$ cat config.mk
export PLATFORM = sky130hd
export DESIGN_NAME = ltpl_peak_lane
export DESIGN_NICKNAME = d
export VERILOG_FILES = /design/src/sv/lookahead_true_peak_limiter_macros.svh /design/src/sv/ltpl_pkg.sv /design/src/sv/ltpl_peak_lane.sv
export SDC_FILE = /design/constraint.sdc
export NUM_CORES = 2
export LEC_CHECK = 0
export BUFFER_PORTS_ARGS = -buffer_cell sky130_fd_sc_hd__buf_2
export CAP_MARGIN = 5
export CORE_UTILIZATION = 40
export CTS_BUF_LIST = sky130_fd_sc_hd__clkbuf_4
export DETAILED_ROUTE_END_ITERATION = 10
export PLACE_DENSITY = 0.64
export SLEW_MARGIN = 20
export SYNTH_ARGS = -nofsm -noshare
export SYNTH_HDL_FRONTEND = slang
export SYNTH_SLANG_ARGS = --single-unit
$ cat constraint.sdc
create_clock -name clock -period 10.7 [get_ports clock]
set_input_delay 2.14 -clock clock [delete_from_list [all_inputs] [get_ports clock]]
set_output_delay 2.14 -clock clock [all_outputs]
set_load 0.005 [all_outputs]
$ cat src/sv/lookahead_true_peak_limiter_macros.svh
// Assertion macros shared by the limiter sources.
`ifndef LOOKAHEAD_TRUE_PEAK_LIMITER_MACROS_SVH
`define LOOKAHEAD_TRUE_PEAK_LIMITER_MACROS_SVH

// Same-cycle implication, checked on every rising clock edge outside reset.
`define LTPL_ASSERT_NOW(lbl, clk, rst, ante, cons, msg) \
   lbl: assert property (@(posedge clk) disable iff (rst) (ante) |-> (cons)) \
      else $error(msg);

// Next-cycle implication, checked on every rising clock edge outside reset.
`define LTPL_ASSERT_NEXT(lbl, clk, rst, ante, cons, msg) \
   lbl: assert property (@(posedge clk) disable iff (rst) (ante) |=> (cons)) \
      else $error(msg);

`endif

$ cat src/sv/ltpl_pkg.sv
package ltpl_pkg;

   // Default structural sizes.
   localparam int RING_DEPTH_DEF   = 1024;
   localparam int SAMPLE_WIDTH_DEF = 24;

   // Fixed field widths.
   localparam int CEIL_W     = 23;
   localparam int COEF_W     = 24;
   localparam int DELAY_W    = 10;
   localparam int GAIN_W     = 24;
   localparam int QUO_W      = 23;
   localparam int PEAK_EXTRA = 8;

   // Fixed-point constants.
   localparam int GAIN_ONE_VAL = 1 << 23;
   localparam int COEF_ONE_VAL = 1 << 24;

   // Register reset values.
   localparam logic [CEIL_W-1:0]  CEIL_RESET    = 23'd4182251;
   localparam logic [COEF_W-1:0]  ATTACK_RESET  = 24'hFFFFFF;
   localparam logic [COEF_W-1:0]  RELEASE_RESET = 24'hFFFFFF;
   localparam logic [DELAY_W-1:0] DELAY_RESET   = 10'd240;

   // Configuration register indexes.
   typedef enum logic [1:0] {
      REG_CEILING = 2'd0,
      REG_ATTACK  = 2'd1,
      REG_RELEASE = 2'd2,
      REG_DELAY   = 2'd3
   } reg_index_type;

   // Sequencer states.
   typedef enum logic [3:0] {
      ST_CLEAR, ST_IDLE, ST_RD_A1, ST_RD_A2, ST_LANE1, ST_LANE2, ST_LANE3,
      ST_MERGE, ST_DIV, ST_SM1, ST_SM2, ST_SM3, ST_MUL_L, ST_MUL_R, ST_FIN,
      ST_OUT
   } ltpl_state_type;

   // Divider status toward the sequencer.
   typedef struct packed {
      logic busy;
      logic done;
   } div_status_type;

endpackage

$ cat src/sv/ltpl_peak_lane.sv
module ltpl_peak_lane
   import ltpl_pkg::*;
   #(parameter int SAMPLE_WIDTH = SAMPLE_WIDTH_DEF) (
   input  logic                                  clock,
   input  logic signed [SAMPLE_WIDTH-1:0]        p0,
   input  logic signed [SAMPLE_WIDTH-1:0]        p1,
   input  logic signed [SAMPLE_WIDTH-1:0]        p2,
   input  logic signed [SAMPLE_WIDTH-1:0]        p3,
   output logic [SAMPLE_WIDTH+PEAK_EXTRA-1:0]    peak
);

   localparam int CW = SAMPLE_WIDTH + 5;
   localparam int NW = SAMPLE_WIDTH + 12;
   localparam int PW = SAMPLE_WIDTH + PEAK_EXTRA;

   logic signed [CW-1:0] e0, e1, e2, e3;
   logic signed [CW-1:0] a_in, b_in, c_in;
   logic [PW-1:0]        m1, m2, m12_in;
   logic signed [CW-1:0] a_ff, b_ff, c_ff;
   logic signed [CW-1:0] p1_s1_ff;
   logic [PW-1:0]        m12_s1_ff, m12_s2_ff;
   logic signed [NW-1:0] xa, xb, xc, xp;
   logic signed [NW-1:0] n1_in, n2_in, n3_in;
   logic signed [NW-1:0] n1_ff, n2_ff, n3_ff;
   logic [PW-1:0]        r1, r2, r3, peak_in, peak_ff;

   // Rounded magnitude of an interpolation numerator scaled by 128.
   function automatic logic [PW-1:0] round_mag(input logic signed [NW-1:0] n);
      logic [NW-1:0] mag;
      logic [NW-1:0] sum;
      mag = n[NW-1] ? NW'(-n) : NW'(n);
      sum = mag + NW'(64);
      return PW'(sum >> 7);
   endfunction

   // Stage one: spline coefficients and the larger magnitude of p1 and p2.
   always_comb begin
      e0 = CW'(p0);
      e1 = CW'(p1);
      e2 = CW'(p2);
      e3 = CW'(p3);
      a_in = e2 - e0;
      b_in = (e0 <<< 1) - (e1 <<< 2) - e1 + (e2 <<< 2) - e3;
      c_in = (e1 <<< 1) + e1 - e0 - (e2 <<< 1) - e2 + e3;
      m1 = e1[CW-1] ? PW'(-e1) : PW'(e1);
      m2 = e2[CW-1] ? PW'(-e2) : PW'(e2);
      m12_in = (m2 > m1) ? m2 : m1;
   end

   // Stage two: numerators at t of one, two and three quarters.
   always_comb begin
      xa = NW'(a_ff);
      xb = NW'(b_ff);
      xc = NW'(c_ff);
      xp = NW'(p1_s1_ff) <<< 7;
      n1_in = xp + (xa <<< 4) + (xb <<< 2) + xc;
      n2_in = xp + (xa <<< 5) + (xb <<< 4) + (xc <<< 3);
      n3_in = xp + (xa <<< 5) + (xa <<< 4) + (xb <<< 5) + (xb <<< 2)
            + (xc <<< 4) + (xc <<< 3) + (xc <<< 1) + xc;
   end

   // Stage three: the largest of all candidates.
   always_comb begin
      r1 = round_mag(n1_ff);
      r2 = round_mag(n2_ff);
      r3 = round_mag(n3_ff);
      peak_in = m12_s2_ff;
      if (r1 > peak_in) begin
         peak_in = r1;
      end
      if (r2 > peak_in) begin
         peak_in = r2;
      end
      if (r3 > peak_in) begin
         peak_in = r3;
      end
   end

   always_ff @(posedge clock) begin
      a_ff      <= a_in;
      b_ff      <= b_in;
      c_ff      <= c_in;
      p1_s1_ff  <= e1;
      m12_s1_ff <= m12_in;
      n1_ff     <= n1_in;
      n2_ff     <= n2_in;
      n3_ff     <= n3_in;
      m12_s2_ff <= m12_s1_ff;
      peak_ff   <= peak_in;
   end

   assign peak = peak_ff;

endmodule

==> impl_metrics.json <==
{
  "synth_warnings": 0,
  "drc": 0,
  "critPathMostFrequentCell": "buf_4",
  "synth_seq_area_share_pct": 17.40,
  "clock_latency_ns": 0.84,
  "firstDrtPassIters": 5,
  "slew_headroom_pct": 27.22,
  "maxSlewViolCount": 0,
  "required_ns": 11.41,
  "nFillCells": 8536,
  "crit_fanout": 22,
  "ff_latch_area_sq_um": 6086,
  "detailed_place_hpwl_um": 85280,
  "cpPeakStageDelay_ns": 0.53,
  "synth-edff-count": 0,
  "finalHoldViolations": 0,
  "critical_path_class": "flop to flop",
  "synth_compound_area_share_pct": 16.50,
  "period_share_pct": 94.23,
  "cts_max_path_buffers": 3,
  "min_period_ns": 10.08,
  "yosysTopAreaCell": "fa_1",
  "io_pins": 129,
  "die_w_um": 297.7,
  "syn-cell-area_sq_um": 34970,
  "drt_wl_total_um": 99680,
  "grt_pass1_vias": 28250,
  "hold_slack_ns": 0.3195,
  "synthArstFlopShare_pct": 0,
  "fin_skew_ns": 0.07062,
  "grt_use_total_pct": 22.58,
  "cts_tree": "yes",
  "syn_inst": 3836,
  "worst_ep_arrival_time_ns": 10.79,
  "portBuffers": 128,
  "max_freq_mhz": 99.18,
  "start_util_pct": 40.37,
  "synth_top_family_by_area": "adder cells",
  "clk_pin_slew_ns": 0.06,
  "fin_nets": 4926,
  "die-area_sq_um": 88600,
  "worst_pin_slew_ns": 1.064,
  "synthAdderAreaFrac_pct": 36.96,
  "drive_above_1_share_pct": 8.920,
  "wl_per_cell_um": 18.99,
  "maxCapViolCount": 0,
  "num_rows": 108,
  "end_kind": "flop",
  "synth_top_area_share_pct": 22.73,
  "grt_pass1_wl_um": 157400,
  "area_growth_pct": 9.468,
  "hold_path.class": "flop to flop",
  "multi_input_area_sq_um": 26890,
  "drtAntennaViolNets": 0,
  "numClockSinks": 304,
  "finalSetupViolCount": 0,
  "via_per_inst": 5.352,
  "drt-initial-drc-count": 2047,
  "gp_congestion": 0.9360,
  "num_vias": 28100,
  "chipHeight_um": 297.7,
  "htreeDepth": 3,
  "slowest_stage": "or4_4",
  "numCtsBuffers": 83,
  "grt_max_degree": 43,
  "netlist_top_cells_area": "fa_1 (23%), dfxtp_1 (17%), ha_1 (14%), xnor2_1 (6.5%), inv_1 (5.1%)",
  "ys_ff_latch": 304,
  "synth_simple_gate_area_share_pct": 12.96,
  "reg2reg_slack_ns": 0.62,
  "status": "completed",
  "grt_antenna_before_repair": 8,
  "ys_types": 89,
  "cts_hold_buf": 0,
  "syn_avg_cell_area_sq_um": 9.115,
  "cts_root_buf": "clkbuf_4",
  "grt-ovfl-total": 0,
  "startpoint_type": "flop",
  "synthXorXnorAreaFrac_pct": 8.717,
  "synthMuxAreaShare_pct": 1.417,
  "synth_top_flop_cell": "dfxtp_1",
  "core_area_sq_um": 86620,
  "post-route-util_pct": 44.19
}
==> state kept, by name, indices dropped and copies added (netlist names) <==
register,count
n1_ff,34
m12_s1_ff,32
b_ff,29
p1_s1_ff,24
n2_ff,32
a_ff,25
n3_ff,35
peak,32
m12_s2_ff,32
c_ff,29
==> cells in the mapped netlist (all sizes together) (10+ instances only) <==
cell and instances:
o31a 14, o21bai 32, o21a 54, a21boi 13
nor2 227, xor2 90, nand2 224, or3 24
dfxtp 304, o41ai 11, mux2i 39, nand4 54
nor4 30, or4 27, or2 24, a211oi 40
inv 476, fa 397, nand3 74, a2111oi 11
a31oi 27, nand3b 10, nor2b 37, and3 28
o21ai 179, a21oi 235, xnor2 258, ha 396
clkbuf 65, a21o 104, o31ai 25, o211ai 20
and4 11, and2 25, nand2b 35, buf 14
nor3 61
==> cell families (layout without fill, tap and decap cells) <==
group	Yosys count	after routing
flops	304	304
compound gates	875	875
buf+inv	557	795
xor+xnor	348	348
mux	48	48
other cells	2	23
fa+ha+maj	795	795
simple gates	907	907
==> final timing paths <==
| kind | endpoint | cells past startpoint | from |
|---|---|---|---|
| worst max-delay path | peak[26] | 47 | n1_ff[0] |
| worst min-delay path | m12_s2_ff[27] | 0 | m12_s1_ff[27] |
| worst max register to register | peak[26] | 47 | n1_ff[0] |
| worst min register to register | m12_s2_ff[27] | 0 | m12_s1_ff[27] |
==> cell usage in the layout, fill, tap and decap left out, types with 19 or more instances in the layout <==
cell / instances
a211oi_1: 38
a21o_1: 104
a21oi_1: 234
a31oi_1: 26
and2_1: 25
and3_1: 28
buf_2: 128
buf_4: 46
clkbuf_4: 104
clkinv_1: 26
conb_1: 20
dfxtp_1: 304
fa_1: 397
ha_1: 395
inv_1: 476
mux2i_1: 39
nand2_1: 224
nand2b_1: 35
nand3_1: 74
nand4_1: 53
nor2_1: 226
nor2b_1: 36
nor3_1: 58
nor4_1: 27
o211ai_1: 19
o21a_1: 54
o21ai_0: 177
o21bai_1: 32
o31ai_1: 25
or2_2: 23
or3_1: 23
or4_1: 24
xnor2_1: 258
xor2_1: 90
==> timing repair <==
action | CTS | global route
setup endpoints to repair | 0 | 29
resized for setup | 0 | 11
buffers inserted | 0 | 3
==> per-layer routing <==
layer	vias up	wire (um)	GRT usage, %
li1	13640	-	-
met1	13520	46660	31.35
met2	801	45740	36.98
met3	139	5031	2.428
met4	2	2230	6.554
met5	-	13	0
==> area by class of cell <==
| cell class | count | area share, % |
|---|---|---|
| multi-input combinational | 2993 | 70.24 |
| timing repair buffer | 176 | 2.680 |
| clock inverter | 37 | 0.6538 |
| inverter | 478 | 4.691 |
| tap | 1155 | 3.776 |
| sequential | 304 | 15.90 |
| antenna | 3 | 0.01961 |
| clock buffer | 104 | 2.040 |
==> stage by stage <==
stage,instances,setup WS (ns),TNS [ns],area (sq um)
floorplan,3854,0.004793,0,35040
global placement,5103,0.2531,0,37180
detailed placement,5103,0.05661,0,37180
CTS,5244,0.03083,0,38210
global route,5250,-0.007820,-0.008140,38280
finish,5250,0.6177,0,38280
==> critical path, delay by kind of cell (launching register included) <==
family	cells	cell delay (ns)
AOI/OAI and AO/OA	16	3.08
xor gates and xnor gates	2	0.45
adders and majority gates	4	1.01
muxes	2	0.69
DFF	1	0.31
and+or+nand+nor	16	3.10
buffers and inverters	7	1.33
Power is left out: the tool's default activity adds up to more than one toggle a clock period on the data nets, which glitch-free logic cannot reach.
