<file path="config.mk">
export PLATFORM = sky130hd
export DESIGN_NAME = ltpl_divider
export DESIGN_NICKNAME = d
export VERILOG_FILES = /design/src/sv/lookahead_true_peak_limiter_macros.svh /design/src/sv/ltpl_pkg.sv /design/src/sv/ltpl_divider.sv
export SDC_FILE = /design/constraint.sdc
export NUM_CORES = 1
export LEC_CHECK = 0
export BUFFER_PORTS_ARGS = -buffer_cell sky130_fd_sc_hd__buf_2
export CORE_ASPECT_RATIO = 0.5
export CORE_MARGIN = 2
export CORE_UTILIZATION = 62
export DETAILED_ROUTE_END_ITERATION = 7
export HOLD_SLACK_MARGIN = 0.1
export PLACE_DENSITY = 0.86
export SKIP_LAST_GASP = 1
export SYNTH_ARGS = -nofsm -noshare
export SYNTH_HDL_FRONTEND = slang
export SYNTH_SLANG_ARGS = --single-unit
</file>
<file path="constraint.sdc">
create_clock -name clock -period 7.51 [get_ports clock]
set_input_delay 0 -clock clock [delete_from_list [all_inputs] [get_ports clock]]
set_output_delay 0 -clock clock [all_outputs]
set_load 0.01 [all_outputs]
</file>
<file path="src/sv/lookahead_true_peak_limiter_macros.svh">
// Assertion macros shared by the limiter sources.
`ifndef LOOKAHEAD_TRUE_PEAK_LIMITER_MACROS_SVH
`define LOOKAHEAD_TRUE_PEAK_LIMITER_MACROS_SVH

// Same-cycle implication, checked on every rising clock edge outside reset.
`define LTPL_ASSERT_NOW(lbl, clk, rst, ante, cons, msg) \
   lbl: assert property (@(posedge clk) disable iff (rst) (ante) |-> (cons)) \
      else $error(msg);

// Next-cycle implication, checked on every rising clock edge outside reset.
`define LTPL_ASSERT_NEXT(lbl, clk, rst, ante, cons, msg) \
   lbl: assert property (@(posedge clk) disable iff (rst) (ante) |=> (cons)) \
      else $error(msg);

`endif

</file>
<file path="src/sv/ltpl_pkg.sv">
package ltpl_pkg;

   // Default structural sizes.
   localparam int RING_DEPTH_DEF   = 1024;
   localparam int SAMPLE_WIDTH_DEF = 24;

   // Fixed field widths.
   localparam int CEIL_W     = 23;
   localparam int COEF_W     = 24;
   localparam int DELAY_W    = 10;
   localparam int GAIN_W     = 24;
   localparam int QUO_W      = 23;
   localparam int PEAK_EXTRA = 8;

   // Fixed-point constants.
   localparam int GAIN_ONE_VAL = 1 << 23;
   localparam int COEF_ONE_VAL = 1 << 24;

   // Register reset values.
   localparam logic [CEIL_W-1:0]  CEIL_RESET    = 23'd4182251;
   localparam logic [COEF_W-1:0]  ATTACK_RESET  = 24'hFFFFFF;
   localparam logic [COEF_W-1:0]  RELEASE_RESET = 24'hFFFFFF;
   localparam logic [DELAY_W-1:0] DELAY_RESET   = 10'd240;

   // Configuration register indexes.
   typedef enum logic [1:0] {
      REG_CEILING = 2'd0,
      REG_ATTACK  = 2'd1,
      REG_RELEASE = 2'd2,
      REG_DELAY   = 2'd3
   } reg_index_type;

   // Sequencer states.
   typedef enum logic [3:0] {
      ST_CLEAR, ST_IDLE, ST_RD_A1, ST_RD_A2, ST_LANE1, ST_LANE2, ST_LANE3,
      ST_MERGE, ST_DIV, ST_SM1, ST_SM2, ST_SM3, ST_MUL_L, ST_MUL_R, ST_FIN,
      ST_OUT
   } ltpl_state_type;

   // Divider status toward the sequencer.
   typedef struct packed {
      logic busy;
      logic done;
   } div_status_type;

endpackage

</file>
<file path="src/sv/ltpl_divider.sv">
module ltpl_divider
   import ltpl_pkg::*;
   #(parameter int DIVISOR_W = SAMPLE_WIDTH_DEF + PEAK_EXTRA) (
   input  logic                 clock,
   input  logic                 reset,
   input  logic                 start,
   input  logic [CEIL_W-1:0]    dividend,
   input  logic [DIVISOR_W-1:0] divisor,
   output logic [QUO_W-1:0]     quotient,
   output div_status_type       status
);

   localparam int RW = DIVISOR_W + 1;
   localparam int CNT_W = $clog2(QUO_W);

   logic                 busy_ff, busy_in;
   logic                 done_ff, done_in;
   logic [CNT_W-1:0]     cnt_ff, cnt_in;
   logic [RW-1:0]        rem_ff, rem_in;
   logic [QUO_W-1:0]     quo_ff, quo_in;
   logic [RW-1:0]        div_ff, div_in;
   logic [RW-1:0]        rem2;

   // Restoring division, one quotient bit per cycle. The dividend is the
   // ceiling times 2^23 and is below divisor times 2^23, so the ceiling is
   // the starting remainder and the zero bits below it are shifted in.
   always_comb begin
      busy_in = busy_ff;
      done_in = 1'b0;
      cnt_in  = cnt_ff;
      rem_in  = rem_ff;
      quo_in  = quo_ff;
      div_in  = div_ff;
      rem2    = {rem_ff[RW-2:0], 1'b0};
      if (start) begin
         busy_in = 1'b1;
         cnt_in  = '0;
         rem_in  = RW'(dividend);
         quo_in  = '0;
         div_in  = RW'(divisor);
      end else if (busy_ff) begin
         if (rem2 >= div_ff) begin
            rem_in = rem2 - div_ff;
            quo_in = {quo_ff[QUO_W-2:0], 1'b1};
         end else begin
            rem_in = rem2;
            quo_in = {quo_ff[QUO_W-2:0], 1'b0};
         end
         cnt_in = cnt_ff + CNT_W'(1);
         if (cnt_ff == CNT_W'(QUO_W - 1)) begin
            busy_in = 1'b0;
            done_in = 1'b1;
         end
      end
   end

   always_ff @(posedge clock) begin
      if (reset) begin
         busy_ff <= 1'b0;
         done_ff <= 1'b0;
      end else begin
         busy_ff <= busy_in;
         done_ff <= done_in;
      end
      cnt_ff <= cnt_in;
      rem_ff <= rem_in;
      quo_ff <= quo_in;
      div_ff <= div_in;
   end

   assign quotient    = quo_ff;
   assign status.busy = busy_ff;
   assign status.done = done_ff;

endmodule

</file>
==> out/metrics.csv, run 1 <==
metric,value,unit
setup_viol,0,
peakVddDrop,0.000140,V
timing.setup.tns,0,ps
period_needed,3470,ps
wl,13.1,mm
synth_top_area_cell,edfxtp_1,
antenna_left,0,
worst-endpoint-arrival,3530,ps
grt_max_degree,74,
grt_usage,0.283,
slowest_stage,a41o_2,
ys_types,64,
slew_headroom,0.336,
cts_root_buffer,clkbuf_16,
wire_per_inst,16.1,µm
synthMuxAreaShare,0.0637,
setup_ws,4040,ps
synth_compound_area_frac,0.183,
maxCapViolCount,0,
hold_violations,0,
cts_max_path_buffers,2,
synth_xor_xnor_area_share,0.0477,
cp_num_cells,10,
portBuffers,82,
clk_latency,350,ps
yosys.area.top_type_share,0.300,
cp_max_fo,33,
die_w,137,µm
drv_slew,0,
coreArea,0.00865,mm²
area_growth,23.9,%
drive_above_1_share,0.156,
drc,0,
ys.warnings.count,0,
pwr_density_cell,209,mW/mm²
syn_nets,657,
crit_family,compound AO/OA/AOI/OAI gates,
place_ws,4130,ps
synthTopCellsByArea,"edfxtp_1, dfxtp_1, ha_1",
start_util,0.636,
numCtsBuffers,9,
crit_buf_inv,0,
synth_top_flop_cell,edfxtp_1,
cp-end-kind,register,
cts_resized,0,
grt_pass1_vias,4634,
synth-seq-cells,94,
stdcell_area,0.00682,mm²
reg2reg_depth,10,
drtIter0Drc,435,
yosys.area_share.simple,0.133,
synthArstFlopShare,0,
crit_path_start_kind,register,
cp_common_cell,o31a_1,
path_cells,"ha_1, nor2b_1, o31a_1, o31a_1, a31o_1, o2111ai_4, a41o_2, nor2_1, a211oi_1, a21oi_1",
place_area,0.00596,mm²
worstSetupPathType,reg -> reg,
h-tree-depth,3,
drt_first_pass_iters,5,
synth_top_family_by_area,compound AO/OA/AOI/OAI gates,
gp_congestion,0.897,
synth_area,0.00550,mm²
path_clk_slew,70,ps
grt_pass1_wl,21.5,mm
holdWs,356,ps
hold_path.class,in -> reg,
hold_depth,2,
synth_edf_count,55,
routed_via_density,5.92,
fmax,0.288,GHz
dp_hpwl,8.33,mm
max_stage_delay,640,ps
synth_fa_ha_area_frac,0.0809,
antenna_found_initial,0,
fin_skew,6.87,ps
crit_required,7580,ps
ioPinCount,83,
final_util,0.789,
synth_area_per_cell,9.76,µm²
clock_sinks,94,
finalNetCount,785,
ys_seq_area_frac,0.442,
cts_tree,yes,
vias,4815,
die_h,70.6,µm
netlist_instances,564,
grt_overflow,0,
rsz0062_at_grt,false,
leakagePower,2.97,nW
outcome,completed,
antenna-diode-count,0,
fp-row-count,24,
dieArea,0.00969,mm²
fin_crit_sh,0.462,
worst_pin_slew,995,ps
fillCellCount,566,
-- area by class of cell --
type	instances	area [µm²]	area share
clock inverters	5	37.5	0.00550
inverters	43	161	0.0237
flip-flops and latches	94	2430	0.357
multi-input cells	404	2800	0.410
repair buffers	140	991	0.145
well taps	117	146	0.0215
clock buffers	11	254	0.0372
-- kinds of logic (layout without fill, tap and decap cells) --
logic type / after synthesis / count (layout)
buffers and inverters: 66 / 199
flip-flops: 94 / 94
AO/OA/AOI/OAI: 147 / 147
AND/OR/NAND/NOR: 157 / 157
adder cells (fa/ha/maj): 35 / 35
multiplexers: 35 / 35
XOR/XNOR: 30 / 30
-- layer usage --
metal / wire length, µm / GRT usage
met1: 5790 / 0.371
met2: 5990 / 0.457
met3: 1020 / 0.0760
met4: 310 / 0.102
met5: 0 / 0
-- cell usage after synthesis, types with 6 or more instances --
cell,instances
nand2_1,47
nand3_1,11
a21oi_1,39
a211oi_1,10
a21o_1,15
nand4_1,6
o21ai_0,24
dfxtp_1,39
o21ai_1,11
ha_1,34
nor2_1,59
clkbuf_1,11
xnor2_1,19
o31ai_1,6
xor2_1,11
mux2i_1,35
edfxtp_1,55
o21a_1,6
inv_1,43
-- where the power goes --
| part | leakage [nW] | switching (W) | total (W) | internal (W) |
|---|---|---|---|---|
| Combinational | 1.96 | 0.000206 | 0.000368 | 0.000162 |
| Sequential | 0.865 | 0.0000233 | 0.000607 | 0.000584 |
| Clock | 0.146 | 0.000204 | 0.000451 | 0.000248 |
| Total | 2.97 | 0.000433 | 0.00143 | 0.000993 |
-- flip-flops by register name (all words and copies together), names as in the netlist --
| name | cells |
|---|---|
| div_ff | 32 |
| rem_ff | 32 |
| quotient | 23 |
| cnt_ff | 5 |
| busy_ff | 1 |
| done_ff | 1 |
-- what timing repair did --
action	CTS	global route
hold endpoints to repair	64	0
setup endpoints to repair	0	0
hold buffers	57	0
buffers inserted	0	0
-- through the flow --
step           total power [W]  cells
5_1_grt                0.00149    814
4_1_cts                0.00142    814
3_3_place_gp          0.000935    741
3_5_place_dp          0.000947    741
6_report               0.00143    814
2_1_floorplan         0.000869    564
-- path summary, 6_finish.rpt --
kind | endpoint | slack, ps | start
min | div_ff[1] | 360 | divisor[1]
min reg2reg | rem_ff[29] | 500 | rem_ff[29]
max | rem_ff[4] | 4040 | rem_ff[0]
max reg2reg | rem_ff[4] | 4040 | rem_ff[0]
-- layout by cell type (no fill, tap or decap), types with 3 or more instances in the layout --
master and instances:
buf_2 81, nor2_1 59, dlygate4sd3_1 57, edfxtp_1 55, nand2_1 47, inv_1 43, a21oi_1 39, dfxtp_1 38
mux2i_1 35, ha_1 34, o21ai_0 24, xnor2_1 19, a21o_1 15, nand3_1 11, o21ai_1 11, xor2_1 11
a211oi_1 10, clkbuf_16 10, nand4_1 6, o21a_1 6, o31ai_1 6, nor2b_1 5, nand2b_1 5, nor3_1 5
a32oi_1 5, o31a_1 4, and4_1 3, o21bai_1 3
Power figures use the tool's default switching activity.
==> inputs of run 2 (changes only) <==
Settings changed: ABC_AREA set to 1, CORE_UTILIZATION 62 to 53, PLACE_DENSITY 0.86 to 0.77.
Clock period 7.51 ns to 3.18 ns, I/O delays scaled along.
==> out/metrics.csv, run 2 <==
metric,value,unit,change
seqCellArea,0.00243,mm²,about the same
ys.warnings.count,0,,unchanged
fin_cells,1217,,+50%
clock_sinks,94,,unchanged
synth_area_per_cell,7.12,µm²,-27%
grt_usage,0.286,,+0.00279
r2r_setup_slack,410,ps,-3630 ps
multi_input_area,0.00325,mm²,+16%
drt_first_pass_iters,5,,unchanged
dieArea,0.0132,mm²,+36%
slew_headroom,0.427,,+0.0909
synth-seq-cells,94,,unchanged
setup_viol,0,,unchanged
ioPinCount,83,,unchanged
ys_types,34,,-47%
dp.cells,1144,,+54%
stdcell_area,0.00790,mm²,+16%
place_area,0.00703,mm²,+18%
hold_violations,0,,unchanged
synth_top_area_cell,edfxtp_1,,
worstSetupEndpoint,rem_ff[26],,
path_cells,"ha_1, nand2_1, nand2_1, nand2_1, nand2_2, inv_2, nand3_2, nand2_2, nand2_2, nand2_4, nand2_8, nand2_2, nand2_1, nand2_1, nand2_1",,
worstSetupPathType,reg -> reg,,
fin_skew,10.8,ps,+3.96 ps
wire_per_inst,15.2,µm,-5.4%
fin_crit_sh,0.870,,+0.408
place_ws,487,ps,-3640 ps
vias,6190,,+29%
grt_overflow,0,,unchanged
pwr_density_cell,447,mW/mm²,+110%
synth_common_cells,"nand2_1, inv_1, nand3_1",,
die_w,160,µm,+17%
antenna_found_initial,0,,unchanged
gp_congestion,1.03,,+15%
cp_max_fo,33,,unchanged
r2r-start,rem_ff[5],,
wl,18.5,mm,+41%
netlist_instances,910,,+61%
final_util,0.665,,-0.124
crit_family,simple AND/OR/NAND/NOR gates,,
worst_pin_slew,858,ps,-137 ps
syn_nets,1003,,+53%
numCtsBuffers,9,,unchanged
ys_seq_area_frac,0.375,,-0.0669
peakVddDrop,0.000256,V,+83%
max_stage_delay,400,ps,-240 ps
h-tree-depth,3,,unchanged
rr_endpoint,rem_ff[26],,
drc,0,,unchanged
mostFrequentLayoutCell,nand2_1,,
routed_via_density,5.09,,-14%
synthArstFlopShare,0,,unchanged
coreArea,0.0119,mm²,+37%
fp-row-count,28,,+17%
drive_above_1_share,0.155,,-0.00129
setup_ws,413,ps,-3630 ps
reg2reg_depth,15,,+5
rsz0062_at_grt,false,,
yosysMostFrequentCell,nand2_1,,
portBuffers,82,,unchanged
cp-end-kind,register,,
cp_common_cell,nand2_1,,
leakagePower,4.09,nW,+38%
synthTopCellsByArea,"edfxtp_1, nand2_1, dfxtp_1",,
synth_area,0.00648,mm²,+18%
synth_top_flop_cell,edfxtp_1,,
worst-endpoint-arrival,3020,ps,-510 ps
final_cell_mix,"nand2_1, inv_1, buf_2, nand3_1, dlygate4sd3_1",,
start_util,0.546,,-0.0904
yosys.area.top_type_share,0.255,,-0.0454
period_needed,2770,ps,-700 ps
maxCapViolCount,0,,unchanged
crit_path_start_kind,register,,
dp_hpwl,13.5,mm,+62%
setup.worst_path.start,rem_ff[5],,
cts_tree,yes,,
cts_setup_buffers,0,,unchanged
cts_max_path_buffers,2,,unchanged
grt_max_degree,59,,-20%
timing.setup.tns,0,ps,unchanged
cts_root_buffer,clkbuf_16,,
drtIter0Drc,386,,-11%
cp_num_cells,15,,+5
fmax,0.361,GHz,+25%
drv_slew,0,,unchanged
slowest_stage,edfxtp_1,,
fillCellCount,1003,,+77%
grt_pass1_vias,5663,,+22%
outcome,completed,,
clk_latency,360,ps,about the same
crit_required,3440,ps,-4140 ps
crit_buf_inv,1,,+1
antenna_left,0,,unchanged
area_growth,21.8,%,
grt_pass1_wl,29.0,mm,+35%
die_h,82.2,µm,+16%
hold_path.class,in -> reg,,
finalNetCount,1139,,+45%
synth_edf_count,55,,unchanged
path_clk_slew,80,ps,about the same
[run 2: changes by cell type after synthesis, moves of 15 or more]
cell | before | now
nand2_1 | 47 | 319
inv_1 | 43 | 171
nand3_1 | 11 | 71
mux2i_1 | 35 | 0
nand3b_1 | 2 | 27
a21oi_1 | 39 | 18
nor2_1 | 59 | 38
o22ai_1 | 0 | 21
o21ai_0 | 24 | 7
a21o_1 | 15 | 0
nand2_2 | 0 | 15
[run 2: final cells by class]
cell class	count	share of cell area
clock buffer	9	0.0285
inverter	182	0.0865
tap	165	0.0261
timing repair buffer	144	0.129
sequential	94	0.308
clock inverter	7	0.0103
multi-input combinational	615	0.412
antenna	1	0.000317
[run 2: kinds of logic after synthesis]
| family | Yosys count | share of synthesized area |
|---|---|---|
| and+or+nand+nor | 513 | 0.364 |
| AOI/OAI and AO/OA | 53 | 0.0492 |
| adders and majority gates | 35 | 0.0687 |
| DFF | 94 | 0.375 |
| buffers and inverters | 201 | 0.124 |
| xor gates and xnor gates | 14 | 0.0189 |
[run 2: metrics by stage]
step	power [W]	hold WS (ps)
2_1_floorplan	0.00208	78.7
3_3_place_gp	0.00231	176
3_5_place_dp	0.00232	178
4_1_cts	0.00352	155
5_1_grt	0.00370	204
6_report	0.00353	173
[run 2: per-layer routing]
layer  GRT usage  routed length [µm]  vias up
met2       0.458                7990      199
li1            -                   -     3121
met4      0.0730                 252        0
met3      0.0544                1400       23
met5           0                   0        -
met1       0.402                8910     2847
[run 2: repair_timing]
| item | in CTS | in global routing |
|---|---|---|
| gates resized for setup | 0 | 0 |
| endpoints found under the hold margin | 57 | 0 |
| hold buffers | 56 | 0 |
[run 2: worst min-delay path by stage]
stage / endpoint / cells after the start / slack, ps / startpoint
floorplan: done_ff / 1 / 80 / reset
global placement: div_ff[31] / 1 / 180 / divisor[31]
detailed placement: div_ff[16] / 1 / 180 / divisor[16]
CTS: cnt_ff[2] / 4 / 160 / start
global route: cnt_ff[2] / 4 / 200 / start
finish: cnt_ff[2] / 4 / 170 / start
[run 2: power breakdown]
| group | internal, W | leakage, nW | switching [W] |
|---|---|---|---|
| combinational | 0.000360 | 3.08 | 0.000616 |
| clock | 0.000569 | 0.151 | 0.000587 |
| sequential | 0.00137 | 0.864 | 0.0000306 |
[run 2: worst reg2reg max path, delay by kind of cell, from the launching register on]
kind                       cells  cell delay [ps]
and+or+nand+nor               13             1820
buffers and inverters          1               60
DFF                            1              400
adders and majority gates      1              380
